<file path="src/sv/acp_pkg.sv">
// ----------------------------------------------------------------------------
// acp_pkg
// Shared constants and types of the audio chunk pattern permuter.
// ----------------------------------------------------------------------------
package acp_pkg;

    // configuration register map
    localparam int CFG_IDX_W  = 2;
    localparam int CFG_DATA_W = 64;
    localparam logic [CFG_IDX_W-1:0] REG_CHUNK_LENGTH = 2'd0;
    localparam logic [CFG_IDX_W-1:0] REG_NUM_CHUNKS   = 2'd1;
    localparam logic [CFG_IDX_W-1:0] REG_PATTERN_WORD = 2'd2;

    // register field widths
    localparam int LEN_W    = 13;
    localparam int NUM_W    = 5;
    localparam int NIB_W    = 4;
    localparam int PAT_NIBS = 16;

    // reset values of the registers
    localparam logic [LEN_W-1:0] CHUNK_LENGTH_RST = 13'd1;
    localparam logic [NUM_W-1:0] NUM_CHUNKS_RST   = 5'd1;

    // configuration as seen by the sequencer
    typedef struct packed {
        logic                              settling;
        logic                              restart;
        logic                              cfg_ok;
        logic [LEN_W-1:0]                  chunk_length;
        logic [NUM_W-1:0]                  num_chunks;
        logic [PAT_NIBS-1:0][NIB_W-1:0]    inv_pattern;
    } cfg_state_t;

    // per-word tag carried alongside the bank read
    typedef struct packed {
        logic bypass;
        logic from_a;
    } item_tag_t;

endpackage

</file>
<file path="src/sv/acp_if.sv">


interface acp_out_if #(
    parameter int SAMPLE_WIDTH = 24
);
    logic                           valid;
    logic                           ready;
    logic signed [SAMPLE_WIDTH-1:0] sample_out;
    logic                           config_error;

    modport source (output valid, output sample_out, output config_error, input ready);
    modport sink   (input valid, input sample_out, input config_error, output ready);
    modport mon    (input valid, input sample_out, input config_error, input ready);
endinterface

</file>
<file path="src/sv/acp_out_buf.sv">
// ----------------------------------------------------------------------------
// acp_out_buf
// Read-data stage and small output queue that decouples the receiver's
// stalls from the bank pipeline.
// ----------------------------------------------------------------------------
module acp_out_buf import acp_pkg::*; #(
    parameter int SAMPLE_WIDTH = 24
) (
    input  logic                    clk,
    input  logic                    rst_n,
    input  logic                    go,
    input  item_tag_t               tag,
    input  logic [SAMPLE_WIDTH-1:0] sample,
    input  logic [SAMPLE_WIDTH-1:0] q_a,
    input  logic [SAMPLE_WIDTH-1:0] q_b,
    output logic                    space,
    acp_out_if.source               result_ch
);

    localparam int Q_DEPTH = 4;
    localparam int PTR_W   = $clog2(Q_DEPTH);
    localparam int CNT_W   = PTR_W + 1;
    localparam int ENT_W   = SAMPLE_WIDTH + 1;

    logic                    s1_valid_reg;
    item_tag_t               s1_tag_reg;
    logic [SAMPLE_WIDTH-1:0] s1_sample_reg;

    logic [ENT_W-1:0]        q_mem_reg [Q_DEPTH];
    logic [PTR_W-1:0]        wr_ptr_reg, wr_ptr_next;
    logic [PTR_W-1:0]        rd_ptr_reg, rd_ptr_next;
    logic [CNT_W-1:0]        count_reg, count_next;

    logic [SAMPLE_WIDTH-1:0] s1_data;
    logic                    pop;
    logic [CNT_W-1:0]        total;

    // word leaving the bank read stage
    assign s1_data = s1_tag_reg.bypass ? s1_sample_reg
                   : (s1_tag_reg.from_a ? q_a : q_b);
    assign pop     = result_ch.valid && result_ch.ready;
    assign total   = count_reg + CNT_W'(s1_valid_reg);
    assign space   = (total < CNT_W'(Q_DEPTH));

    // queue pointers
    always_comb
    begin
        wr_ptr_next = wr_ptr_reg + PTR_W'(s1_valid_reg);
        rd_ptr_next = rd_ptr_reg + PTR_W'(pop);
        count_next  = count_reg + CNT_W'(s1_valid_reg) - CNT_W'(pop);
    end

    always_ff @(posedge clk or negedge rst_n)
    begin
        if (!rst_n)
        begin
            s1_valid_reg <= 1'b0;
            wr_ptr_reg   <= '0;
            rd_ptr_reg   <= '0;
            count_reg    <= '0;
        end
        else
        begin
            s1_valid_reg <= go;
            wr_ptr_reg   <= wr_ptr_next;
            rd_ptr_reg   <= rd_ptr_next;
            count_reg    <= count_next;
        end
    end

    // payload registers
    always_ff @(posedge clk)
    begin
        if (go)
        begin
            s1_tag_reg    <= tag;
            s1_sample_reg <= sample;
        end
        if (s1_valid_reg)
        begin
            q_mem_reg[wr_ptr_reg] <= {s1_data, s1_tag_reg.bypass};
        end
    end

    assign result_ch.valid        = (count_reg != '0);
    assign result_ch.sample_out   = q_mem_reg[rd_ptr_reg][ENT_W-1:1];
    assign result_ch.config_error = q_mem_reg[rd_ptr_reg][0];

endmodule

</file>
<file path="src/flat_wrapper.sv">
// flat-port wrapper written by rule: the top's interface ports become plain ports
module acp_out_buf_flat import acp_pkg::*;
#(
    parameter int SAMPLE_WIDTH = 24
)
  (clk, rst_n, go, tag, sample, q_a, q_b, space, result_ch_valid, result_ch_sample_out, result_ch_config_error, result_ch_ready);
  acp_out_if #(.SAMPLE_WIDTH(SAMPLE_WIDTH)) result_ch_i ();
  input  logic clk;
  input  logic rst_n;
  input  logic go;
  input  item_tag_t tag;
  input  logic [SAMPLE_WIDTH-1:0] sample;
  input  logic [SAMPLE_WIDTH-1:0] q_a;
  input  logic [SAMPLE_WIDTH-1:0] q_b;
  output logic space;
  output wire logic [$bits(result_ch_i.valid)-1:0] result_ch_valid;
  output wire logic [$bits(result_ch_i.sample_out)-1:0] result_ch_sample_out;
  output wire logic [$bits(result_ch_i.config_error)-1:0] result_ch_config_error;
  input wire logic [$bits(result_ch_i.ready)-1:0] result_ch_ready;
  assign result_ch_valid = result_ch_i.valid;
  assign result_ch_sample_out = result_ch_i.sample_out;
  assign result_ch_config_error = result_ch_i.config_error;
  assign result_ch_i.ready = result_ch_ready;
  acp_out_buf #(.SAMPLE_WIDTH(SAMPLE_WIDTH)) u_core (.clk(clk), .rst_n(rst_n), .go(go), .tag(tag), .sample(sample), .q_a(q_a), .q_b(q_b), .space(space), .result_ch(result_ch_i));
endmodule
</file>
<file path="config.mk">
export PLATFORM = sky130hd
export DESIGN_NAME = acp_out_buf_flat
export DESIGN_NICKNAME = d
export VERILOG_FILES = /design/src/sv/acp_pkg.sv /design/src/sv/acp_if.sv /design/src/sv/acp_out_buf.sv /design/src/flat_wrapper.sv
export SDC_FILE = /design/constraint.sdc
export NUM_CORES = 1
export LEC_CHECK = 0
export BUFFER_PORTS_ARGS = -buffer_cell sky130_fd_sc_hd__buf_2
export CELL_PAD_IN_SITES_DETAIL_PLACEMENT = 1
export CELL_PAD_IN_SITES_GLOBAL_PLACEMENT = 1
export CORE_MARGIN = 4
export CORE_UTILIZATION = 42
export CTS_CLUSTER_SIZE = 40
export DETAILED_ROUTE_END_ITERATION = 8
export PLACE_DENSITY = 0.82
export REMOVE_ABC_BUFFERS = 1
export SLEW_MARGIN = 15
export SYNTH_ARGS = -nofsm -noshare
export SYNTH_HDL_FRONTEND = slang
export SYNTH_SLANG_ARGS = --single-unit
</file>
<file path="constraint.sdc">
create_clock -name clk -period 2.5 [get_ports clk]
set_input_delay 0.125 -clock clk [delete_from_list [all_inputs] [get_ports clk]]
set_output_delay 0.125 -clock clk [all_outputs]
set_load 0.01 [all_outputs]
</file>
==> results.sh <==
export IMPL_start_util=0.435
export IMPL_critPathArrivalTime_ns=2.17
export IMPL_ys_ff_latch=134
export IMPL_rows=40
export IMPL_synthTopCellsByArea="edfxtp_1, mux4_2, mux2i_1"
export IMPL_critPathLaunchType="flop"
export IMPL_final_cell_mix="edfxtp_1, buf_2, dlygate4sd3_1, nand2_1"
export IMPL_synth_warnings=0
export IMPL_power_density_nw_per_um2=1040
export IMPL_r2r_start="u_core.s1_tag_reg[1]"
export IMPL_numCtsBuffers=17
export IMPL_cts_tree="done"
export IMPL_vias=2825
export IMPL_grt_remaining_overflow=0
export IMPL_synth_cell_types=22
export IMPL_rsz0062_at_grt="no"
export IMPL_dieArea_um2=14500
export IMPL_routedWlPerCell_um=18.7
export IMPL_ant_nets=0
export IMPL_antenna_cells=0
export IMPL_r2r_setup_slack_ns=0.72
export IMPL_final_nets=496
export IMPL_h_tree_depth=4
export IMPL_min_period_ns=2.29
export IMPL_worst_pin_slew_ns=0.814
export IMPL_dpl_hpwl_um=7210
export IMPL_ios=105
export IMPL_worstReg2RegEnd="u_core.q_mem_reg[1][19]"
export IMPL_firstDrtPassIters=4
export IMPL_dieHeight_um=120
export IMPL_layout_drive_gt1_share=0.377
export IMPL_finalNonFillerCells=590
export IMPL_grt_pass1_wl_um=17700
export IMPL_r2r_cells=2
export IMPL_synth_top_area_share=0.715
export IMPL_place_port_buffers=104
export IMPL_numClockSinks=134
export IMPL_hold_violations=0
export IMPL_cp_end_kind="output port"
export IMPL_slew_headroom=0.456
export IMPL_root_buffer="clkbuf_16"
export IMPL_syn_area_um2=5290
export IMPL_cp_max_fo=16
export IMPL_max_cap_violations=0
export IMPL_p_leak_uw=0.00261
export IMPL_dr_first_iter_drc_count=168
export IMPL_die_w_um=120
export IMPL_final_common_cell="edfxtp_1"
export IMPL_largest_reg_flops=100
export IMPL_grt_pass1_vias=3318
export IMPL_final_util=0.557
export IMPL_fillers=1121
export IMPL_synth_top_area_cell="edfxtp_1"
export IMPL_status="completed"
export IMPL_timing_fmax_mhz=436
export IMPL_worstSkewPairLatency_ns=0.40
export IMPL_yosysSeqAreaShare=0.753
export IMPL_track_usage=0.166
export IMPL_syn_inst=266
export IMPL_period_share=0.918
export IMPL_clkSlewWorstSetupHoldPaths_ns=0.05
export IMPL_clockBufferDepth=2
export IMPL_drt_total_wl_um=11000
export IMPL_ir_worst_vdd_v=0.000470
export IMPL_area_growth_pct=28.1
export IMPL_holdWs_ns=0.0997
export IMPL_viasPerCell=4.79
export IMPL_avgSynthCellArea_um2=19.9
export IMPL_antenna_found_initial=0
export IMPL_globalplace_congestion=0.714
export IMPL_finalMaxSlewViolations=0
export IMPL_place_inst=534
export IMPL_fin_skew_ns=0.0108
export IMPL_drc=0
export IMPL_core_um2=12200
export IMPL_hold_path_class="input port to asynchronous set/reset pin"
export IMPL_grt_max_degree=35
export IMPL_path_class="flop to output port"
export IMPL_finalSetupViolCount=0
export IMPL_required_ns=2.38
export IMPL_endpoint="result_ch_config_error"
export IMPL_crit_start="u_core.rd_ptr_reg[0]"
Yosys cell counts:
cell type  instances
nand2_1           25
and2_1             1
xnor2_1            2
buf_4              2
nor3b_1            1
and3b_1            1
o21ai_0           24
inv_1              4
and3_1             1
clkbuf_1           4
ha_1               6
buf_2              5
buf_6              1
mux4_2            20
or3_1              1
dfrtp_1            8
xor2_1             2
mux2i_1           24
mux4_1             5
nor2_1             1
buf_12             2
edfxtp_1         126
layout make-up:
| class | instances | area, µm² | share of cell area |
|---|---|---|---|
| clock buffers | 21 | 440 | 0.0650 |
| clock inverters | 8 | 61.3 | 0.00905 |
| well taps | 168 | 210 | 0.0310 |
| inverters | 4 | 15.0 | 0.00222 |
| flip-flops and latches | 134 | 3990 | 0.588 |
| repair buffers | 141 | 866 | 0.128 |
| multi-input cells | 114 | 1200 | 0.177 |
report_power, final:
part | switching [µW] | leakage [µW] | internal, µW
sequential | 234 | 0.00127 | 2960
clock | 811 | 0.000249 | 1330
combinational | 857 | 0.00109 | 843
total | 1900 | 0.00261 | 5130
critical path: stages (launching register included):
cell and delay (ns):
dfrtp_2 0.67, buf_4 0.34, mux4_1 0.58, buf_2 0.16
cell families after synthesis:
kind of cell / after synthesis / share of synthesized area
mux: 49 / 0.155
simple gates: 31 / 0.0251
buf+inv: 18 / 0.0229
xor+xnor: 4 / 0.00662
fa+ha+maj: 6 / 0.0142
flops: 134 / 0.753
compound gates: 24 / 0.0227
routing by layer:
layer	global-route usage	routed length (µm)
met1	0.180	4350
met2	0.305	6060
met4	0.0637	162
met3	0.0477	456
met5	0	0
through the flow:
step / instance area (µm²) / setup WS [ns] / setup TNS (ns) / total power [µW]
after detailed placement: 6000 / 0.578 / 0 / 4960
final: 6780 / 0.205 / 0 / 7030
after CTS: 6780 / 0.119 / 0 / 7170
after global placement: 6000 / 0.598 / 0 / 4880
after floorplan: 5180 / -0.260 / -6.50 / 4200
after global routing: 6780 / 0.0378 / 0 / 7430
worst min path at each step:
stage / startpoint / end / slack (ns) / cells past startpoint
6_report: rst_n / u_core.s1_valid_reg / 0.1 / 2
2_1_floorplan: rst_n / u_core.count_reg[0] / -0.17 / 0
3_5_place_dp: rst_n / u_core.count_reg[2] / -0.02 / 1
4_1_cts: rst_n / u_core.count_reg[2] / 0.08 / 2
5_1_grt: rst_n / u_core.count_reg[2] / 0.09 / 2
3_3_place_gp: rst_n / u_core.count_reg[2] / -0.02 / 1
what timing repair did:
item / CTS / global route
hold endpoints to repair: 34 / 0
buffers inserted: 0 / 0
hold buffers: 27 / 0
resized for setup: 0 / 0
No activity file was read; power rests on OpenSTA's default activity.
