===== src/sv/acp_pkg.sv =====
// ----------------------------------------------------------------------------
// acp_pkg
// Shared constants and types of the audio chunk pattern permuter.
// ----------------------------------------------------------------------------
package acp_pkg;

    // configuration register map
    localparam int CFG_IDX_W  = 2;
    localparam int CFG_DATA_W = 64;
    localparam logic [CFG_IDX_W-1:0] REG_CHUNK_LENGTH = 2'd0;
    localparam logic [CFG_IDX_W-1:0] REG_NUM_CHUNKS   = 2'd1;
    localparam logic [CFG_IDX_W-1:0] REG_PATTERN_WORD = 2'd2;

    // register field widths
    localparam int LEN_W    = 13;
    localparam int NUM_W    = 5;
    localparam int NIB_W    = 4;
    localparam int PAT_NIBS = 16;

    // reset values of the registers
    localparam logic [LEN_W-1:0] CHUNK_LENGTH_RST = 13'd1;
    localparam logic [NUM_W-1:0] NUM_CHUNKS_RST   = 5'd1;

    // configuration as seen by the sequencer
    typedef struct packed {
        logic                              settling;
        logic                              restart;
        logic                              cfg_ok;
        logic [LEN_W-1:0]                  chunk_length;
        logic [NUM_W-1:0]                  num_chunks;
        logic [PAT_NIBS-1:0][NIB_W-1:0]    inv_pattern;
    } cfg_state_t;

    // per-word tag carried alongside the bank read
    typedef struct packed {
        logic bypass;
        logic from_a;
    } item_tag_t;

endpackage


===== src/sv/acp_cfg.sv =====
// ----------------------------------------------------------------------------
// acp_cfg
// Configuration registers, restart detection and registered validity and
// inverse-pattern lookup.
// ----------------------------------------------------------------------------
module acp_cfg import acp_pkg::*; #(
    parameter int BANK_DEPTH = 4096,
    parameter int MAX_CHUNKS = 16
) (
    input  logic                  clk,
    input  logic                  rst_n,
    input  logic                  cfg_we,
    input  logic [CFG_IDX_W-1:0]  cfg_index,
    input  logic [CFG_DATA_W-1:0] cfg_wdata,
    output cfg_state_t            cfg
);

    localparam int PROD_W = LEN_W + NUM_W;

    logic [LEN_W-1:0]               chunk_length_reg, chunk_length_next;
    logic [NUM_W-1:0]               num_chunks_reg, num_chunks_next;
    logic [CFG_DATA_W-1:0]          pattern_reg, pattern_next;
    logic                           settle_reg;
    logic                           restart_reg, restart_next;
    logic                           ok_reg, ok_next;
    logic [PAT_NIBS-1:0][NIB_W-1:0] inv_reg, inv_next;

    logic [PROD_W-1:0]              frame_size;
    logic [PAT_NIBS-1:0]            found;
    logic [PAT_NIBS-1:0][NIB_W-1:0] nib;

    // register writes, restart only when length or count really changes
    always_comb
    begin
        chunk_length_next = chunk_length_reg;
        num_chunks_next   = num_chunks_reg;
        pattern_next      = pattern_reg;
        restart_next      = 1'b0;
        if (cfg_we)
        begin
            case (cfg_index)
                REG_CHUNK_LENGTH:
                begin
                    chunk_length_next = cfg_wdata[LEN_W-1:0];
                    restart_next      = (cfg_wdata[LEN_W-1:0] != chunk_length_reg);
                end
                REG_NUM_CHUNKS:
                begin
                    num_chunks_next = cfg_wdata[NUM_W-1:0];
                    restart_next    = (cfg_wdata[NUM_W-1:0] != num_chunks_reg);
                end
                REG_PATTERN_WORD:
                begin
                    pattern_next = cfg_wdata;
                end
                default:
                begin
                    pattern_next = pattern_reg;
                end
            endcase
        end
    end

    // validity check and inverse pattern, registered once per cycle
    always_comb
    begin
        nib        = pattern_reg;
        frame_size = PROD_W'(chunk_length_reg) * PROD_W'(num_chunks_reg);
        ok_next    = (chunk_length_reg != '0) && (num_chunks_reg != '0)
                     && (num_chunks_reg <= NUM_W'(MAX_CHUNKS))
                     && (frame_size <= PROD_W'(BANK_DEPTH));
        found      = '0;
        inv_next   = '0;
        for (int j = 0; j < PAT_NIBS; j++)
        begin
            if (NUM_W'(j) < num_chunks_reg)
            begin
                if (NUM_W'(nib[j]) >= num_chunks_reg)
                begin
                    ok_next = 1'b0;
                end
                found[nib[j]]    = 1'b1;
                inv_next[nib[j]] = NIB_W'(j);
            end
        end
        for (int k = 0; k < PAT_NIBS; k++)
        begin
            if ((NUM_W'(k) < num_chunks_reg) && !found[k])
            begin
                ok_next = 1'b0;
            end
        end
    end

    always_ff @(posedge clk or negedge rst_n)
    begin
        if (!rst_n)
        begin
            chunk_length_reg <= CHUNK_LENGTH_RST;
            num_chunks_reg   <= NUM_CHUNKS_RST;
            pattern_reg      <= '0;
            settle_reg       <= 1'b0;
            restart_reg      <= 1'b0;
            ok_reg           <= 1'b1;
            inv_reg          <= '0;
        end
        else
        begin
            chunk_length_reg <= chunk_length_next;
            num_chunks_reg   <= num_chunks_next;
            pattern_reg      <= pattern_next;
            settle_reg       <= cfg_we;
            restart_reg      <= restart_next;
            ok_reg           <= ok_next;
            inv_reg          <= inv_next;
        end
    end

    // derived values are registered from the registers and so lag them, settle covers that
    assign cfg.settling     = settle_reg;
    assign cfg.restart      = restart_reg;
    assign cfg.cfg_ok       = ok_reg;
    assign cfg.chunk_length = chunk_length_reg;
    assign cfg.num_chunks   = num_chunks_reg;
    assign cfg.inv_pattern  = inv_reg;

endmodule


===== config.mk =====
export PLATFORM = sky130hd
export DESIGN_NAME = acp_cfg
export DESIGN_NICKNAME = d
export VERILOG_FILES = /design/src/sv/acp_pkg.sv /design/src/sv/acp_cfg.sv
export SDC_FILE = /design/constraint.sdc
export NUM_CORES = 1
export LEC_CHECK = 0
export BUFFER_PORTS_ARGS = -buffer_cell sky130_fd_sc_hd__buf_4
export CAP_MARGIN = 20
export CORE_AREA = 2 2 158 160
export DETAILED_ROUTE_END_ITERATION = 8
export DIE_AREA = 0 0 160 162
export GPL_TIMING_DRIVEN = 0
export PLACE_DENSITY = 0.79
export SLEW_MARGIN = 10
export SYNTH_ARGS = -nofsm -noshare
export SYNTH_HDL_FRONTEND = slang
export SYNTH_SLANG_ARGS = --single-unit
export TNS_END_PERCENT = 100

===== constraint.sdc =====
create_clock -name clk -period 4.9 [get_ports clk]
set_input_delay 0.49 -clock clk [delete_from_list [all_inputs] [get_ports clk]]
set_output_delay 0.49 -clock clk [all_outputs]
set_load 0.01 [all_outputs]

==> key figures, run 1 <==
Synth
  • Synth top area share: 27.8%
  • Post-Syn Area: 13100 um^2
  • Post-synth EDFFs: 0
  • Cell variety after synth: 84
  • Synth Area per Inst: 8.48 um^2
  • Synth top area cells: dfrtp_1 28%, ha_1 8.2%, mux2_2 7.0%
  • Syn Nets: 1736
  • FF+latch count, synth: 149
  • Register area share after synthesis: 28.4%
  • Commonest register cell after synthesis: dfrtp_1
  • Syn Inst Count: 1548
  • Yosys warns: 0
  • Leading area contributor after synthesis: dfrtp_1
  • Share of synthesized registers carrying an async set or reset: 100%

Clock tree
  • TritonCTS clock tree: built
  • Clk buf depth: 2
  • CTS Hold Bufs: 0
  • Clk slew on worst S/H paths: 70 ps
  • H-Tree Depth: 4
  • # clock sinks: 149
  • Root Buffer Master: clkbuf_16
  • Clk Latency, worst-skew pair: 450 ps
  • Cts bufs inserted: 17

Placed design
  • Post-detail-place hpwl: 42800 um
  • Area after DPL: 14700 um^2
  • I/O Buffers: 153
  • Setup WS pre-CTS: -1280 ps
  • Placer congestion estimate: 1.04

Layout
  • Commonest non-fill, non-tap cell in the layout: nor2_1
  • Area Overhead vs Synth: 18.3%
  • Final Instance Area: 15500 um^2
  • Ant diodes: 0
  • Layout cells sized above 1: 20.5%
  • Most frequent cells in the layout: 196 x nor2_1, 168 x buf_4, 146 x dfrtp_1, 114 x nand2_1, 82 x mux2_2
  • Nets: 1914

Worst setup path
  • Worst path buffer plus inverter count: 5
  • CP required: 5250 ps
  • Crit path max fanout: 10
  • Max stage delay on crit path: 500 ps
  • Crit end category: register
  • CP max-delay cell: fa_1
  • Setup crit start kind: register
  • Reg-to-Reg Start: num_chunks_reg[4]
  • Delay-heaviest family, CP: adder cells
  • Crit path cell chain: buf_6 > buf_12 > clkbuf_16 > and2_1 > fa_1 > fa_1 > inv_1 > fa_1 > inv_2 > ha_4 > a21oi_2 > nand2b_4 > o2111a_1 > nand4_1 > a311oi_2 > o2111ai_2 > nor4_4 > nand4_1 > nor4_2
  • CP startpoint: num_chunks_reg[4]
  • CP dominant cell by count: fa_1
  • Crit Path Category: register to register
  • Worst Path Arrival: 5220 ps

Detailed routing
  • First drt pass iteration count: 7
  • Vias: 13800
  • DRT antenna net count: 0
  • Wirelength per Cell: 25.8 um
  • DRC: 0
  • Initial DRC Count: 1648
  • WL final: 53200 um
  • Via-to-Cell Ratio: 6.70

Die
  • I/O pin count: 154
  • Total die area: 25900 um^2
  • Die width: 160 um
  • Die H: 162 um
  • Core area: 24100 um^2
  • Core Rows: 57
  • Initial Utilization: 54.5%

Timing
  • Final setup vio count: 0
  • Achievable frequency: 0.205 GHz
  • Crit share post-route: 99.4%
  • Setup Skew: 19.7 ps
  • Least-Margin Pin Slew: 1230 ps
  • Normalized max-slew margin: 17.7%
  • Final hold viol count: 0
  • Crit path time final: 4870 ps
  • Fin Setup TNS: 0 ps
  • Smallest setup slack after layout: 30.8 ps
  • Max-slew violation count: 0
  • Final hold slack: 20.7 ps

Power and ir drop
  • Worst ir drop on vdd: 0.328 mV
  • Total power: 8.35 mW
  • Pwr per Cell Area: 537 nW/um^2
  • Leakage Power: 6.79 nW

Global routing
  • Vias in the first global route: 13100
  • Grt ovf: 0
  • Global-route wire length before repair: 79000 um
  • GRT Overall Usage: 40.8%
  • Largest net degree at the start of global routing: 80
  • Initial antenna violation count: 1

Job
  • Max_cap viols: 0

Min path
  • Hold WC Path Type: input pin to async pin

Outcome
  • Status: complete, no violations
==> report_power, final <==
| part | internal (mW) | switching (mW) |
|---|---|---|
| logic | 2.05 | 3.06 |
| clock network | 0.711 | 0.611 |
| registers | 1.59 | 0.324 |
==> area by class of cell <==
| cell class | count | area, um^2 |
|---|---|---|
| Buffer | 69 | 397 |
| Clock buffer | 17 | 425 |
| Clock inverter | 14 | 141 |
| Fill cell | 2033 | 8570 |
| Inverter | 72 | 270 |
| Multi-Input combinational cell | 1250 | 8850 |
| Sequential cell | 149 | 3740 |
| Tap cell | 324 | 405 |
| Timing Repair Buffer | 167 | 1300 |
==> cells by family (layout without fill, tap and decap cells) <==
family | Yosys count | after routing | share of synthesized area (%)
and+or+nand+nor | 652 | 652 | 25.3
AOI/OAI and AO/OA | 374 | 374 | 19.5
DFF | 149 | 149 | 28.4
buffers and inverters | 149 | 339 | 5.00
adders and majority gates | 119 | 119 | 13.2
muxes | 82 | 82 | 7.03
xor gates and xnor gates | 23 | 23 | 1.53
==> worst register-to-register path: cells and delay by family, from the launching register on <==
kind,cells,cell delay [ps]
AO/OA/AOI/OAI,4,950
adder cells (fa/ha/maj),4,1620
buffers and inverters,5,540
flip-flops,1,410
AND/OR/NAND/NOR,6,1270
==> final timing paths <==
check | end | slack [ps] | depth (start not counted)
worst max register to register | ok_reg | 30 | 19
worst min register to register | nib[56] | 610 | 1
worst min-delay path | nib[23] | 20 | 1
worst max-delay path | ok_reg | 30 | 19
max in group asynchronous | cfg[9] | 4070 | 2
min in group clk | settle_reg | 180 | 1
==> Yosys cell counts (12+ instances only) <==
master / n
a211oi_1: 13
a21oi_1: 50
a31oi_1: 18
and2_1: 35
clkbuf_1: 41
dfrtp_1: 146
fa_1: 33
ha_1: 86
inv_1: 72
mux2_2: 82
nand2_1: 114
nand2b_1: 39
nand3_1: 40
nand3b_1: 15
nand4_1: 30
nor2_1: 196
nor2b_1: 29
nor3_1: 55
nor4_1: 24
o211ai_1: 22
o21ai_0: 63
o22ai_1: 68
o31ai_1: 19
or2_2: 13
or3_1: 12
xnor2_1: 13
==> layer usage <==
layer | vias up | share of wire, % | global-route usage [%]
met4 | 0 | 4.8 | 18.4
met2 | 923 | 43 | 61.9
li1 | 6044 | - | -
met3 | 154 | 11 | 8.86
met1 | 6695 | 41 | 56.2
met5 | - | 0 | 0
==> metrics by stage <==
step           std cells  util (%)
5_1_grt             2062      64.4
2_1_floorplan       1548         -
3_5_place_dp        2026      61.0
6_report            2062      64.4
4_1_cts             2054      63.7
3_3_place_gp        2025      60.9
==> repair_timing <==
item	in CTS	in global routing
gates resized for setup	13	20
pin swaps	6	15
cloned	1	0
setup endpoints to repair	1	1
setup buffers	1	8
(Power assumes the default switching activity.)
==> run 2: changes to the inputs <==
ABC_AREA = 1   (was default)
CORE_AREA = 2 2 161 163   (was 2 2 158 160)
DIE_AREA = 0 0 163 165   (was 0 0 160 162)
==> run 2 against run 1 <==
Against the previous run:
- first-iteration DRC count is 4.7% higher
- power fell by 21%
- synthesized area rose by 3.4%
- fmax rose by 6.3%
- final cell count rose by 29%
- worst hold slack gained 8.9 ps
- critical path type unchanged
- highest routed layer unchanged
==> key figures, run 2 <==
Synth
  • Leading area contributor after synthesis: dfrtp_1
  • Synth Area per Inst: 6.30 um^2 (-26%)
  • FF+latch count, synth: 149 (unchanged)
  • Commonest register cell after synthesis: dfrtp_1
  • Post-Synth Adder-Cell Area: 12.8% (-0.44 points)
  • Post-synthesis compound-gate area fraction: 8.65% (-11 points)
  • Synth top area share: 26.9% (-0.92 points)
  • Post-synth top cells: 854 x nand2_1, 296 x nor2_1, 269 x inv_1
  • Synth Area in Simple Gates: 40.2% (+15 points)
  • Largest family of logic cells by synthesized area: simple AND/OR/NAND/NOR gates
  • Yosys warns: 0 (unchanged)
  • Register area share after synthesis: 27.5% (-0.94 points)
  • Mux cell area share after synthesis: 0.0829% (-7.0 points)
  • Synth top area cells: dfrtp_1 27%, nand2_1 24%, nor2_1 8.2%
  • Post-Syn Area: 13600 um^2 (+3.4%)
  • XOR/XNOR Fraction of Synth Area: 1.16% (-0.37 points)
  • Cell variety after synth: 46 (-45%)
  • Syn Inst Count: 2155 (+39%)
  • Share of synthesized registers carrying an async set or reset: 100% (unchanged)
  • Most frequent cell after synthesis: nand2_1
  • Post-synth EDFFs: 0 (unchanged)
  • Syn Nets: 2343 (+35%)

Layout
  • Fillers: 2314 (+14%)
  • Area Overhead vs Synth: 16.3%
  • Commonest non-fill, non-tap cell in the layout: nand2_1
  • Final Instance Area: 15800 um^2 (+1.7%)
  • Most frequent cells in the layout: 854 x nand2_1, 296 x nor2_1, 269 x inv_1, 161 x buf_4, 146 x dfrtp_1
  • Layout cells sized above 1: 11.4% (-9.1 points)
  • Nets: 2513 (+31%)

Detailed routing
  • DRC: 0 (unchanged)
  • DRT antenna net count: 0 (unchanged)
  • Vias: 15200 (+10%)
  • Wirelength per Cell: 20.1 um (-22%)
  • Initial DRC Count: 1725 (+4.7%)
  • Via-to-Cell Ratio: 5.69 (-15%)
  • WL final: 53700 um (+0.96%)
  • First drt pass iteration count: 8 (+1)

Power and ir drop
  • Internal power: 3.43 mW (-21%)
  • Comb power frac: 52.1% (-9.1 points)
  • Worst ir drop on vdd: 0.225 mV (-31%)
  • Switching Share: 48.0% (+0.18 points)
  • Net switching power: 3.17 mW (-21%)
  • Clk pwr share: 21.9% (+6.1 points)
  • Leakage Power: 9.50 nW (+40%)
  • Pwr per Cell Area: 418 nW/um^2 (-22%)
  • Total power: 6.60 mW (-21%)
  • Seq pwr share: 26.1% (+3.2 points)

Die
  • Total die area: 26900 um^2 (+3.8%)
  • Die width: 163 um (+1.9%)
  • Initial Utilization: 54.2% (-0.23 points)
  • I/O pin count: 154 (unchanged)
  • Core area: 25000 um^2 (+3.9%)
  • Core Rows: 58 (+1.8%)
  • Die H: 165 um (+1.9%)

Clock tree
  • # clock sinks: 149 (unchanged)
  • Clk buf depth: 2 (unchanged)
  • Root Buffer Master: clkbuf_16
  • Setup bufs post-CTS: 0 (-1)
  • TritonCTS clock tree: built
  • Cts bufs inserted: 17 (unchanged)
  • H-Tree Depth: 4 (unchanged)
  • Clk Latency, worst-skew pair: 450 ps (about the same)
  • CTS Hold Bufs: 0 (unchanged)
  • Clk slew on worst S/H paths: 80 ps (about the same)

Placed design
  • Setup WS pre-CTS: 21.7 ps (+1310 ps)
  • Area after DPL: 15200 um^2 (+3.1%)
  • Placer congestion estimate: 1.04 (about the same)
  • Post-detail-place hpwl: 44800 um (+4.6%)
  • I/O Buffers: 153 (unchanged)

Timing
  • Setup Skew: 17.2 ps (-2.55 ps)
  • Normalized max-slew margin: 25.7% (+7.9 points)
  • Unrepaired setup endpoints after global routing: false
  • Fin Setup TNS: 0 ps (unchanged)
  • Final setup vio count: 0 (unchanged)
  • Crit path time final: 4580 ps (-288 ps)
  • Least-Margin Pin Slew: 1120 ps (-110 ps)
  • Achievable frequency: 0.218 GHz (+6.3%)
  • Max-slew violation count: 0 (unchanged)
  • Crit share post-route: 93.5% (-5.9 points)
  • Final hold viol count: 0 (unchanged)
  • Smallest setup slack after layout: 319 ps (+288 ps)

Job
  • Max_cap viols: 0 (unchanged)

Global routing
  • GRT Overall Usage: 40.4% (-0.34 points)
  • Vias in the first global route: 14300 (+9.5%)
  • Initial antenna violation count: 1 (unchanged)
  • Largest net degree at the start of global routing: 83 (+3.8%)
  • Grt ovf: 0 (unchanged)
  • Global-route wire length before repair: 80200 um (+1.5%)

Worst setup path
  • Reg2Reg Setup Slack: 320 ps (+290 ps)
  • Reg2Reg Depth: 18 (-1)
  • Crit end category: register
  • RR Endpoint: ok_reg
  • CP required: 5270 ps (+20 ps)
  • Crit path max fanout: 9 (-1)
  • Worst Path Arrival: 4960 ps (-260 ps)
  • Setup crit start kind: register
  • Reg-to-Reg Start: chunk_length_reg[0]
  • Crit Path Category: register to register

Outcome
  • Status: complete, no violations

Min path
  • Hold WC Path Type: input pin to async pin
-- run 2: cell count changes after synthesis, sizes merged, moves of 35 or more --
cell	delta
nand3	+65
nand2b	-39
o22ai	-64
nand2	+749
and2	-35
nor2	+111
mux2	-81
nor3	-35
inv	+203
-- run 2: worst max path at each step --
stage                                    from  endpoint  slack (ps)  depth (start not counted)
after floorplan             num_chunks_reg[4]    ok_reg         740                         20
after global placement      num_chunks_reg[4]    ok_reg         120                         19
after detailed placement    num_chunks_reg[4]    ok_reg          20                         19
after CTS                   num_chunks_reg[3]    ok_reg         130                         19
after global routing        num_chunks_reg[4]    ok_reg          40                         18
final                     chunk_length_reg[0]    ok_reg         320                         18
-- run 2: timing repair --
item	in CTS	in global routing
hold endpoints to repair	0	0
setup endpoints to repair	1	1
gates resized for setup	0	0
-- run 2: final cells by class --
type                    count  area [um^2]  area share (%)
well taps                 330          413            2.61
diodes                      1         2.50          0.0158
multi-input cells        1679         8540            54.1
flip-flops and latches    149         3730            23.6
inverters                 275         1030            6.54
clock inverters            15          210            1.33
repair buffers            154         1180            7.47
plain buffers              49          255            1.62
clock buffers              17          425            2.69
-- run 2: metrics by stage --
step	hold WS, ps	instances	util, %
final	29.6	2669	63.1
after global routing	98.9	2668	63.1
after CTS	58.6	2670	63.1
after detailed placement	524	2639	60.6
after global placement	529	2638	60.5
after floorplan	194	2155	-
-- run 2: worst max-delay path, cell delays in order (launching register included) --
cell and delay, ps:
dfstp_2 540, clkbuf_1 340, nand2_1 160, fa_1 530, fa_1 560, inv_1 60
fa_1 500, ha_1 380, nand3_1 100, nand2_1 140, nand3_1 80, nand2_1 140
nand3_1 140, o21ai_0 260, xor2_1 180, nand2_1 70, nor2_1 130, nand2_1 80
nor2_1 130
-- run 2: cell families (layout without fill, tap and decap cells) --
group / count (synthesis) / count (layout)
muxes: 1 / 1
DFF: 149 / 149
buffers and inverters: 327 / 510
xor gates and xnor gates: 18 / 18
and+or+nand+nor: 1337 / 1337
AOI/OAI and AO/OA: 204 / 204
adders and majority gates: 119 / 119
other: 0 / 1
-- run 2: power by group through the flow --
stage,Clock (mW),Sequential (mW),Combinational (mW)
detailed placement,0,1.74,3.34
floorplan,0,1.80,2.00
global route,1.48,1.75,3.78
global placement,0,1.72,3.26
CTS,1.43,1.71,3.36
finish,1.44,1.72,3.44
-- run 2: per-layer routing --
metal,track usage [%],vias to the layer above,wire length (um),share of wire (%)
li1,-,7053,-,-
met1,53.5,7100,21800,41
met2,63.7,886,23400,44
met3,8.04,152,5760,11
met4,19.4,0,2710,5.1
met5,0,-,0,0
