--- src/sv/acp_pkg.sv ---
// ----------------------------------------------------------------------------
// acp_pkg
// Shared constants and types of the audio chunk pattern permuter.
// ----------------------------------------------------------------------------
package acp_pkg;

    // configuration register map
    localparam int CFG_IDX_W  = 2;
    localparam int CFG_DATA_W = 64;
    localparam logic [CFG_IDX_W-1:0] REG_CHUNK_LENGTH = 2'd0;
    localparam logic [CFG_IDX_W-1:0] REG_NUM_CHUNKS   = 2'd1;
    localparam logic [CFG_IDX_W-1:0] REG_PATTERN_WORD = 2'd2;

    // register field widths
    localparam int LEN_W    = 13;
    localparam int NUM_W    = 5;
    localparam int NIB_W    = 4;
    localparam int PAT_NIBS = 16;

    // reset values of the registers
    localparam logic [LEN_W-1:0] CHUNK_LENGTH_RST = 13'd1;
    localparam logic [NUM_W-1:0] NUM_CHUNKS_RST   = 5'd1;

    // configuration as seen by the sequencer
    typedef struct packed {
        logic                              settling;
        logic                              restart;
        logic                              cfg_ok;
        logic [LEN_W-1:0]                  chunk_length;
        logic [NUM_W-1:0]                  num_chunks;
        logic [PAT_NIBS-1:0][NIB_W-1:0]    inv_pattern;
    } cfg_state_t;

    // per-word tag carried alongside the bank read
    typedef struct packed {
        logic bypass;
        logic from_a;
    } item_tag_t;

endpackage

--- src/sv/acp_seq.sv ---
// ----------------------------------------------------------------------------
// acp_seq
// Frame counters, bank select, bank address generation and the clearing
// sweep that zeroes both banks after reset and after a restart.
// ----------------------------------------------------------------------------
module acp_seq import acp_pkg::*; #(
    parameter int BANK_DEPTH   = 4096,
    parameter int SAMPLE_WIDTH = 24,
    localparam int ADDR_W = $clog2(BANK_DEPTH)
) (
    input  logic                    clk,
    input  logic                    rst_n,
    input  cfg_state_t              cfg,
    input  logic                    go,
    input  logic [SAMPLE_WIDTH-1:0] sample,
    output logic                    busy,
    output logic                    we_a,
    output logic                    we_b,
    output logic [ADDR_W-1:0]       waddr,
    output logic [SAMPLE_WIDTH-1:0] wdata,
    output logic                    re,
    output logic [ADDR_W-1:0]       raddr,
    output item_tag_t               tag
);

    localparam int MUL_W = NIB_W + LEN_W;
    localparam int SUM_W = ((MUL_W > ADDR_W) ? MUL_W : ADDR_W) + 1;
    localparam int CMP_W = ((LEN_W > ADDR_W) ? LEN_W : ADDR_W) + 1;

    logic              clear_active_reg, clear_active_next;
    logic [ADDR_W-1:0] clear_addr_reg, clear_addr_next;
    logic [ADDR_W-1:0] offset_reg, offset_next;
    logic [NIB_W-1:0]  chunk_reg, chunk_next;
    logic [ADDR_W-1:0] rd_pos_reg, rd_pos_next;
    logic              bank_sel_reg, bank_sel_next;

    logic              step;
    logic [NIB_W-1:0]  dest_chunk;
    logic [MUL_W-1:0]  dest_base;
    logic [SUM_W-1:0]  wr_sum;
    logic              offset_last;
    logic              chunk_last;

    assign step = go && cfg.cfg_ok;

    // write address: destination chunk base plus offset
    always_comb
    begin
        dest_chunk  = cfg.inv_pattern[chunk_reg];
        dest_base   = MUL_W'(dest_chunk) * MUL_W'(cfg.chunk_length);
        wr_sum      = SUM_W'(dest_base) + SUM_W'(offset_reg);
        offset_last = (CMP_W'(offset_reg) + CMP_W'(1)) == CMP_W'(cfg.chunk_length);
        chunk_last  = (NUM_W'(chunk_reg) + NUM_W'(1)) == cfg.num_chunks;
    end

    // counters and clearing sweep
    always_comb
    begin
        clear_active_next = clear_active_reg;
        clear_addr_next   = clear_addr_reg;
        offset_next       = offset_reg;
        chunk_next        = chunk_reg;
        rd_pos_next       = rd_pos_reg;
        bank_sel_next     = bank_sel_reg;
        if (cfg.restart)
        begin
            clear_active_next = 1'b1;
            clear_addr_next   = '0;
            offset_next       = '0;
            chunk_next        = '0;
            rd_pos_next       = '0;
        end
        else if (clear_active_reg)
        begin
            clear_addr_next = clear_addr_reg + ADDR_W'(1);
            if (clear_addr_reg == ADDR_W'(BANK_DEPTH - 1))
            begin
                clear_active_next = 1'b0;
            end
        end
        else if (step)
        begin
            rd_pos_next = rd_pos_reg + ADDR_W'(1);
            offset_next = offset_reg + ADDR_W'(1);
            if (offset_last)
            begin
                offset_next = '0;
                chunk_next  = chunk_reg + NIB_W'(1);
                if (chunk_last)
                begin
                    chunk_next    = '0;
                    rd_pos_next   = '0;
                    bank_sel_next = !bank_sel_reg;
                end
            end
        end
    end

    always_ff @(posedge clk or negedge rst_n)
    begin
        if (!rst_n)
        begin
            clear_active_reg <= 1'b1;
            clear_addr_reg   <= '0;
            offset_reg       <= '0;
            chunk_reg        <= '0;
            rd_pos_reg       <= '0;
            bank_sel_reg     <= 1'b0;
        end
        else
        begin
            clear_active_reg <= clear_active_next;
            clear_addr_reg   <= clear_addr_next;
            offset_reg       <= offset_next;
            chunk_reg        <= chunk_next;
            rd_pos_reg       <= rd_pos_next;
            bank_sel_reg     <= bank_sel_next;
        end
    end

    // bank port drive: sweep writes zeros into both banks
    assign busy  = clear_active_reg;
    assign we_a  = clear_active_reg || (step && !bank_sel_reg);
    assign we_b  = clear_active_reg || (step && bank_sel_reg);
    assign waddr = clear_active_reg ? clear_addr_reg : wr_sum[ADDR_W-1:0];
    assign wdata = clear_active_reg ? '0 : sample;
    assign re    = step;
    assign raddr = rd_pos_reg;

    assign tag.bypass = !cfg.cfg_ok;
    assign tag.from_a = bank_sel_reg;

endmodule

--- config.mk ---
export PLATFORM = sky130hd
export DESIGN_NAME = acp_seq
export DESIGN_NICKNAME = d
export VERILOG_FILES = /design/src/sv/acp_pkg.sv /design/src/sv/acp_seq.sv
export SDC_FILE = /design/constraint.sdc
export NUM_CORES = 1
export LEC_CHECK = 0
export ABC_CLOCK_PERIOD_IN_PS = 17100
export BUFFER_PORTS_ARGS = -buffer_cell sky130_fd_sc_hd__buf_2
export CAP_MARGIN = 20
export CORE_MARGIN = 2
export CORE_UTILIZATION = 45
export CTS_BUF_LIST = sky130_fd_sc_hd__clkbuf_8 sky130_fd_sc_hd__clkbuf_16
export DETAILED_ROUTE_END_ITERATION = 8
export MAX_ROUTING_LAYER = met4
export PLACE_DENSITY_LB_ADDON = 0.08
export SETUP_SLACK_MARGIN = 0.3
export SLEW_MARGIN = 10
export SYNTH_ARGS = -nofsm -noshare
export SYNTH_HDL_FRONTEND = slang
export SYNTH_SLANG_ARGS = --single-unit
export TNS_END_PERCENT = 20
--- constraint.sdc ---
create_clock -name clk -period 17.1 [get_ports clk]
set_input_delay 1.71 -clock clk [delete_from_list [all_inputs] [get_ports clk]]
set_output_delay 1.71 -clock clk [all_outputs]
set_load 0.02 [all_outputs]
==> results of run 1 <==
==> critical path, delay by kind of cell <==
| kind | cells | cell delay (ns) |
|---|---|---|
| AO/OA/AOI/OAI | 5 | 0.91 |
| XOR/XNOR | 1 | 0.31 |
| adder cells (fa/ha/maj) | 4 | 1.85 |
| buffers and inverters | 5 | 0.48 |
| multiplexers | 2 | 1.10 |
| AND/OR/NAND/NOR | 2 | 0.33 |
==> final timing paths <==
kind | from | end | slack [ns] | cells after the start
max in group asynchronous | rst_n | chunk_reg[1] | 15.23 | 2
min | bank_sel_reg | bank_sel_reg | 0.53 | 1
min in group asynchronous | rst_n | raddr[1] | 1.36 | 1
max | cfg[15] | waddr[11] | 8.70 | 19
max reg2reg | offset_reg[0] | chunk_reg[2] | 13.66 | 8
min reg2reg | bank_sel_reg | bank_sel_reg | 0.53 | 1
==> layer usage <==
layer	track usage (%)	part of all wire, %	vias to the layer above
met3	2.704	4.8	12
met4	5.063	1.5	0
met2	37.60	49	126
met5	-	0	-
met1	28.44	44	2196
li1	-	-	2235
==> placed cells by master, fill, tap and decap left out, drive strengths merged, types with 2 or more instances in the layout <==
cell,netlist,final
mux2i,12,12
o21ai,16,16
nand3b,5,5
buf,10,167
nand2,53,53
dfrtp,41,41
nand4b,2,2
nand2b,6,6
mux4,19,19
o21bai,4,4
nor2b,30,30
fa,26,26
nor3b,4,4
nand3,19,19
a21oi,23,23
or2,5,5
a22oi,2,2
clkbuf,24,5
o211ai,2,2
nand4,3,3
ha,19,19
and3,10,10
or3,4,4
a21o,8,8
nor4,5,5
mux2,7,7
o21a,4,4
nor3,16,16
a2bb2oi,7,7
and2,31,31
o22ai,3,3
xor2,19,19
nor4b,2,2
inv,50,51
nor2,40,40
xnor2,27,27
a31oi,4,4
==> per-stage QoR <==
stage,instances,hold WS [ns],setup WS [ns],total power (W)
final,853,0.5277,8.697,0.0003764
after global routing,853,0.5557,8.501,0.0004097
after detailed placement,844,0.5137,8.660,0.0002993
after CTS,852,0.5288,8.650,0.0003810
after floorplan,572,0.4848,9.252,0.0002441
after global placement,844,0.5070,8.671,0.0002939
==> power by group <==
part / total (W) / internal (W) / switching, W
registers: 0.000110 / 0.000103 / 0.00000705
clock network: 0.0000810 / 0.0000431 / 0.0000379
logic: 0.000185 / 0.0000857 / 0.0000997
==> area by class of cell <==
type	instances	area (µm²)	share of cell area, %
multi-input cells	446	3664	60.61
well taps	140	175.2	2.898
inverters	50	187.7	3.105
repair buffers	167	855.8	14.16
clock inverters	3	41.29	0.6831
clock buffers	5	68.82	1.138
flip-flops and latches	42	1052	17.41
==> cells by family (layout without fill, tap and decap cells) <==
logic type	after synthesis	after routing	share of synthesized area (%)
buf+inv	84	225	6.754
mux	38	38	12.91
compound gates	81	81	11.11
xor+xnor	46	46	8.115
fa+ha+maj	45	45	14.99
flops	42	42	20.81
simple gates	236	236	25.31
==> metrics.txt, run 1 <==
Synth async-reset ratio 100.0%; Detailed Route Iter0 Violations 252; max-cap violations 0; post-route ant nets 0; Syn-to-layout area delta 19.52%; count of state elements after synthesis 42; number of port buffers 164; final core occ 55.52%; Design Area, Final 0.006045 mm²; root buf cell clkbuf_8; RSZ-0062 raised after global routing false; H-tree depth 2; DIE WIDTH 110.0 µm; Period minus WS final 8.403 ns; Tot GR Track Use 22.16%; Die Ht 110.0 µm; Synth area leader dfrtp_1; sequential element share of the synthesized area 20.81%; Final GP Congestion 0.8533; Avg Vias per Cell 5.356; Mapped Area 0.005057 mm²; Max-slew headroom 33.99%; Post-synth EDFFs 0; status finished, final reports clean; number of fill cells 1031; Final setup viols 0; Initial Utilization 46.45%; post-synthesis cell type count 62; final worst path period share 49.14%; Fin. Hold Viols 0; Worst-Margin Slew 0.9902 ns; per-cell routed wire length 14.80 µm; crit path kind in -> out; antenna cells 0; post_cts resized 0; Critical Path End Type output pin; top cell type's share of synthesized area 20.29%; Row Count 38; worst path required time 15.39 ns; count leader, synth nand2_1; Commonest cells post-synth nand2_1, inv_1, dfrtp_1, nor2_1, nor2b_1; Post-CTS Setup Bufs 0; Clk Latency, worst-skew pair 0.29 ns; Longest Clk Path Bufs 2; DP HPWL 9616 µm; First-pass DRT Iterations 4; die area 0.01210 mm²; grt ovf 0; Most used DFF post-synth dfrtp_1; peak per-stage delay on the critical path 0.61 ns; f_max 119.0 MHz; drt drc 0; VDD IR max 0.03244 mV; first-pass GRT wire length 20820 µm; Post-Syn Area per Cell 8.842 µm²; clock-pin slew on the worst setup and hold paths 0.09 ns; CTS sink count 42; antenna violations before repair 0; Hold WC Path Type reg -> reg; Placed Area 0.005914 mm²; I/O Pins 166; Lkg Pwr 2.954 nW; core box area 0.01089 mm²; crit-path max FO 9; Vias 4569; Syn Nets 729; crit path DAT 6.69 ns; largest net degree at the start of global routing 59; Post-Route Setup TNS 0 ns; share of cells above drive strength 1 30.58%; Synth Warn # 0; Worst path slowest cell mux4_2; cells along the critical path buf_2 > mux4_1 > mux4_2 > and2_2 > fa_1 > fa_1 > inv_1 > fa_1 > inv_1 > ha_1 > inv_1 > nor2_1 > o21a_1 > o21ai_0 > a21oi_1 > a31o_2 > xnor2_1 > o21ai_1 > buf_2; final-report max-slew violation count 0; hold buffers post-CTS 0; Pwr Density 62.27 mW/mm²; clk_skew 0.01032 ns; CTS buffer count 5; Critical Path Start Type input port; WL final 12630 µm; vias in the first global route 4491; Nets 869; CTS tree done; Mapped Cells 572; top cells by area in the synthesized netlist dfrtp_1, fa_1, mux4_2
Note: power is estimated with default switching activity, not from simulation.
==> run 2: changes to the inputs <==
Settings changed: ABC_CLOCK_PERIOD_IN_PS 17100 to 8750.
Clock period 17.1 ns to 8.75 ns, I/O delays scaled along.
==> metrics.txt, run 2 (same netlist as run 1, synthesis figures left out) <==
Post-Route Setup TNS 0 ns; Hold WC Path Type reg -> reg; hold path depth 1; grt ovf 0; Worst R2R Start offset_reg[0]; Max-slew headroom 36.77%; Critical Path Start Type flip-flop; Critical Path End Type output pin; RSZ-0062 raised after global routing false; Row Count 38; crit path kind reg -> out; Avg Vias per Cell 5.319; worst hold start bank_sel_reg; crit path DAT 6.27 ns; Final setup viols 0; first-pass GRT wire length 20560 µm; worst hold margin 0.5250 ns; Initial Utilization 46.45%; crit-path max FO 19; number of port buffers 164; DIE WIDTH 110.0 µm; die area 0.01210 mm²; antenna cells 0; Tot GR Track Use 21.83%; per-cell routed wire length 14.77 µm; share of cells above drive strength 1 30.58%; core box area 0.01089 mm²; First-pass DRT Iterations 4; Period minus WS final 7.142 ns; hold buffers post-CTS 0; status finished, final reports clean; Worst Hold Path EP bank_sel_reg; Final Power 0.0007025 W; final worst path period share 81.63%; CTS tree done; WL final 12600 µm; commonest non-fill, non-tap cell in the layout buf_2; root buf cell clkbuf_8; drt drc 0; worst path required time 7.88 ns; Place WS 1.900 ns; max-cap violations 0; Vias 4537; Syn-to-layout area delta 19.20%; post_cts resized 0; Final WS setup 1.608 ns; R2R Setup Slk 5.24 ns; Pwr Density 116.5 mW/mm²; vias in the first global route 4468; post-route ant nets 0; Lkg Pwr 2.951 nW; largest net degree at the start of global routing 59; CTS buffer count 5; clk_skew 0.006768 ns; I/O Pins 166; Clk Latency, worst-skew pair 0.30 ns; Nets 869; CTS sink count 42; Fin. Hold Viols 0; highest-count cells in the layout ignoring fill and taps buf_2, nand2_1, inv_1; final-report max-slew violation count 0; path depth of the worst reg2reg path 8; Final GP Congestion 0.8529; antenna violations before repair 0; worst reg2reg endpoint chunk_reg[2]; Post-CTS Setup Bufs 0; H-tree depth 2; Worst-Margin Slew 0.9484 ns; clock-pin slew on the worst setup and hold paths 0.09 ns; Longest Clk Path Bufs 2; f_max 140.0 MHz; Detailed Route Iter0 Violations 248; DP HPWL 9583 µm; Die Ht 110.0 µm; VDD IR max 0.06121 mV
run 2: area by class of cell:
cell class	instances	area (µm²)
multi-input combinational	446	3664
inverter	50	187.7
sequential	42	1052
clock buffer	5	68.82
fill	1056	4860
timing repair buffer	167	863.3
tap	140	175.2
clock inverter	3	17.52
run 2: worst max-delay path by stage:
stage,start,end,cells after the start
3_3_place_gp,chunk_reg[1],waddr[11],18
6_report,chunk_reg[1],waddr[11],18
4_1_cts,chunk_reg[1],waddr[11],18
5_1_grt,chunk_reg[1],waddr[11],18
2_1_floorplan,cfg[15],waddr[10],16
3_5_place_dp,chunk_reg[1],waddr[11],18
run 2: critical path: stages (launching register included):
cell     delay [ns]
dfrtp_1        0.89
mux4_1         0.65
mux4_2         0.61
and2_2         0.26
fa_1           0.53
fa_1           0.56
inv_1          0.06
fa_1           0.50
inv_1          0.04
ha_1           0.27
inv_1          0.11
nor2_1         0.08
o21a_1         0.19
o21ai_0        0.22
a21oi_1        0.15
a31o_2         0.28
xnor2_1        0.28
o21ai_1        0.09
buf_2          0.19
run 2: stage by stage:
step                      utilization, %  instances  cell area, µm²
after detailed placement           54.25        843            5907
final                              55.37        853            6028
after CTS                          55.04        851            5993
after floorplan                        -        572            5057
after global routing               55.37        853            6028
after global placement             54.25        843            5907
run 2: per-layer routing:
layer / global-route usage, % / wire (µm) / part of all wire (%)
met1: 27.77 / 5657 / 45
met2: 37.86 / 6256 / 50
met3: 1.940 / 522 / 4.1
met5: - / 0 / 0
met4: 4.973 / 165 / 1.3
run 2: power breakdown:
group          internal (W)  switching (W)
clock             0.0000553      0.0000719
sequential         0.000201      0.0000137
combinational      0.000168       0.000193
total              0.000424       0.000278
==> run 3: changes to the inputs <==
Settings changed: ABC_AREA set to 1, ABC_CLOCK_PERIOD_IN_PS 8750 to 6900.
Clock period 8.75 ns to 6.9 ns, I/O delays scaled along.
==> metrics.txt, run 3 <==
status finished, final reports clean; Synth Warn # 0; antenna violations before repair 0; Post-synth EDFFs 0; post-route ant nets 0; Final Power 0.0009153 W; Longest Clk Path Bufs 2; post-synthesis cell type count 47; clock-pin slew on the worst setup and hold paths 0.08 ns; post_cts resized 0; Final setup viols 0; Nets 1082; share of cells above drive strength 1 23.54%; CTS buffer count 5; f_max 165.9 MHz; Worst-Margin Slew 0.7170 ns; vias in the first global route 5094; First-pass DRT Iterations 5; first-pass GRT wire length 22930 µm; Mapped Cells 771; Adder-Cell Fraction of Synth Area 15.11%; per-cell routed wire length 12.89 µm; crit path DAT 5.34 ns; Synth async-reset ratio 100.0%; Tot GR Track Use 24.45%; Detailed Route Iter0 Violations 323; Critical Path End Type output pin; Post-CTS Setup Bufs 0; Avg Vias per Cell 4.965; clk_skew 0.008844 ns; Hold WC Path Type in -> async; top cell type's share of synthesized area 20.44%; sequential element share of the synthesized area 20.97%; grt ovf 0; H-tree depth 2; VDD IR max 0.1144 mV; Critical Path Start Type flip-flop; post-synthesis mux area share 0%; number of fill cells 1099; main combinational cell family by area after synthesis simple AND/OR/NAND/NOR gates; hold buffers post-CTS 0; Max-slew headroom 52.20%; Initial Utilization 46.30%; Lkg Pwr 3.342 nW; Multi-input gate area 0.003323 mm²; crit path kind reg -> out; RSZ-0062 raised after global routing false; core box area 0.01084 mm²; antenna cells 0; compound-cell area share of the yosys netlist 10.67%; top cells by area in the synthesized netlist dfrtp_1, nand2_1, fa_1; DP HPWL 11100 µm; Period minus WS final 6.029 ns; root buf cell clkbuf_8; simple-gate share of the synthesized area 34.26%; DIE WIDTH 109.6 µm; worst path required time 6.21 ns; I/O Pins 166; highest-count cells in the layout ignoring fill and taps nand2_1, buf_2, inv_1; largest net degree at the start of global routing 47; final worst path period share 87.38%; Final GP Congestion 0.9283; Vias 5293; Die Ht 109.6 µm; Pwr Density 151.9 mW/mm²; Synth Area in XOR/XNOR 6.183%; WL final 13750 µm; Syn Nets 928; Post-Syn Area per Cell 6.509 µm²; count leader, synth nand2_1; final-report max-slew violation count 0; Commonest cells post-synth nand2_1, inv_1, nor2_1, nand3_1, dfrtp_1; Post-Route Setup TNS 0 ns; max-cap violations 0; Synth area leader dfrtp_1; Mapped Area 0.005019 mm²; Register Area 0.001052 mm²; count of state elements after synthesis 42; Most used DFF post-synth dfrtp_1; path depth of the worst reg2reg path 6; commonest non-fill, non-tap cell in the layout nand2_1; Syn-to-layout area delta 20.07%; Clk Latency, worst-skew pair 0.31 ns; number of port buffers 164; Row Count 38; crit-path max FO 41; Fin. Hold Viols 0; CTS sink count 42; drt drc 0; die area 0.01201 mm²; CTS tree done
-- run 3: cell types whose count changed in the layout (fill, tap and decap cells not counted), sizes merged, moves of 14 or more --
| cell | delta |
|---|---|
| nand2 | +146 |
| inv | +91 |
| nor2 | +84 |
| nand3 | +34 |
| and2 | -31 |
| nor2b | -30 |
| o21ai | +26 |
| mux4 | -19 |
| xnor2 | -14 |
-- run 3: report_power, final --
part           switching [W]  internal (W)
combinational       0.000310      0.000184
sequential        0.00000450      0.000250
clock              0.0000952     0.0000713
-- run 3: metrics by stage --
| step | hold WS, ns | cells | instance area (µm²) | util (%) | worst slack, ns |
|---|---|---|---|---|---|
| final | 0.2321 | 1066 | 6026 | 55.59 | 0.8708 |
| after global routing | 0.2311 | 1066 | 6026 | 55.59 | 0.3552 |
| after CTS | 0.5434 | 1065 | 6002 | 55.37 | 0.7635 |
| after detailed placement | 0.5145 | 1057 | 5914 | 54.56 | 1.139 |
| after global placement | 0.5101 | 1057 | 5914 | 54.56 | 1.185 |
| after floorplan | 0.3944 | 771 | 5019 | - | 1.515 |
-- run 3: final cells by class --
class                           instances  area share, %
Clock buffer                            5          1.142
Multi-Input combinational cell        568          55.15
Clock inverter                          3         0.3115
Sequential cell                        42          17.46
Tap cell                              140          2.907
Inverter                              142          8.887
Timing Repair Buffer                  166          14.14
-- run 3: final timing paths --
check / from / endpoint / slack (ns)
min in group clk: raddr[11] / raddr[11] / 0.54
min reg2reg: raddr[11] / raddr[11] / 0.54
min: rst_n / offset_reg[10] / 0.23
max in group asynchronous: rst_n / busy / 6.14
max: chunk_reg[0] / waddr[9] / 0.87
max reg2reg: busy / raddr[0] / 4.07
-- run 3: worst max-delay path, stage by stage (launching register included) --
cell     delay (ns)
dfrtp_1        0.41
buf_6          0.29
nand2_1        0.09
nand3_1        0.10
nand2_1        0.06
nor2_1         0.09
nand2_1        0.06
nand2_1        0.22
inv_1          0.20
nor2_1         0.17
fa_1           0.47
fa_1           0.55
inv_1          0.06
fa_1           0.51
inv_1          0.05
ha_1           0.36
a21oi_1        0.12
o21ai_0        0.23
a21oi_1        0.08
or2_2          0.30
nand2_1        0.06
nand2_1        0.06
nand2_1        0.06
nor2_1         0.04
o31ai_1        0.20
buf_2          0.20
-- run 3: cell families after synthesis --
logic type                 count (synthesis)
AOI/OAI and AO/OA                         92
xor gates and xnor gates                  33
adders and majority gates                 45
buffers and inverters                    161
DFF                                       42
and+or+nand+nor                          398
-- run 3: per-layer routing --
metal	global-route usage [%]	vias to the layer above	share of wire (%)
met4	5.696	0	1.9
met5	-	-	0
li1	-	2697	-
met3	3.557	20	4.9
met1	32.16	2435	47
met2	39.99	141	46
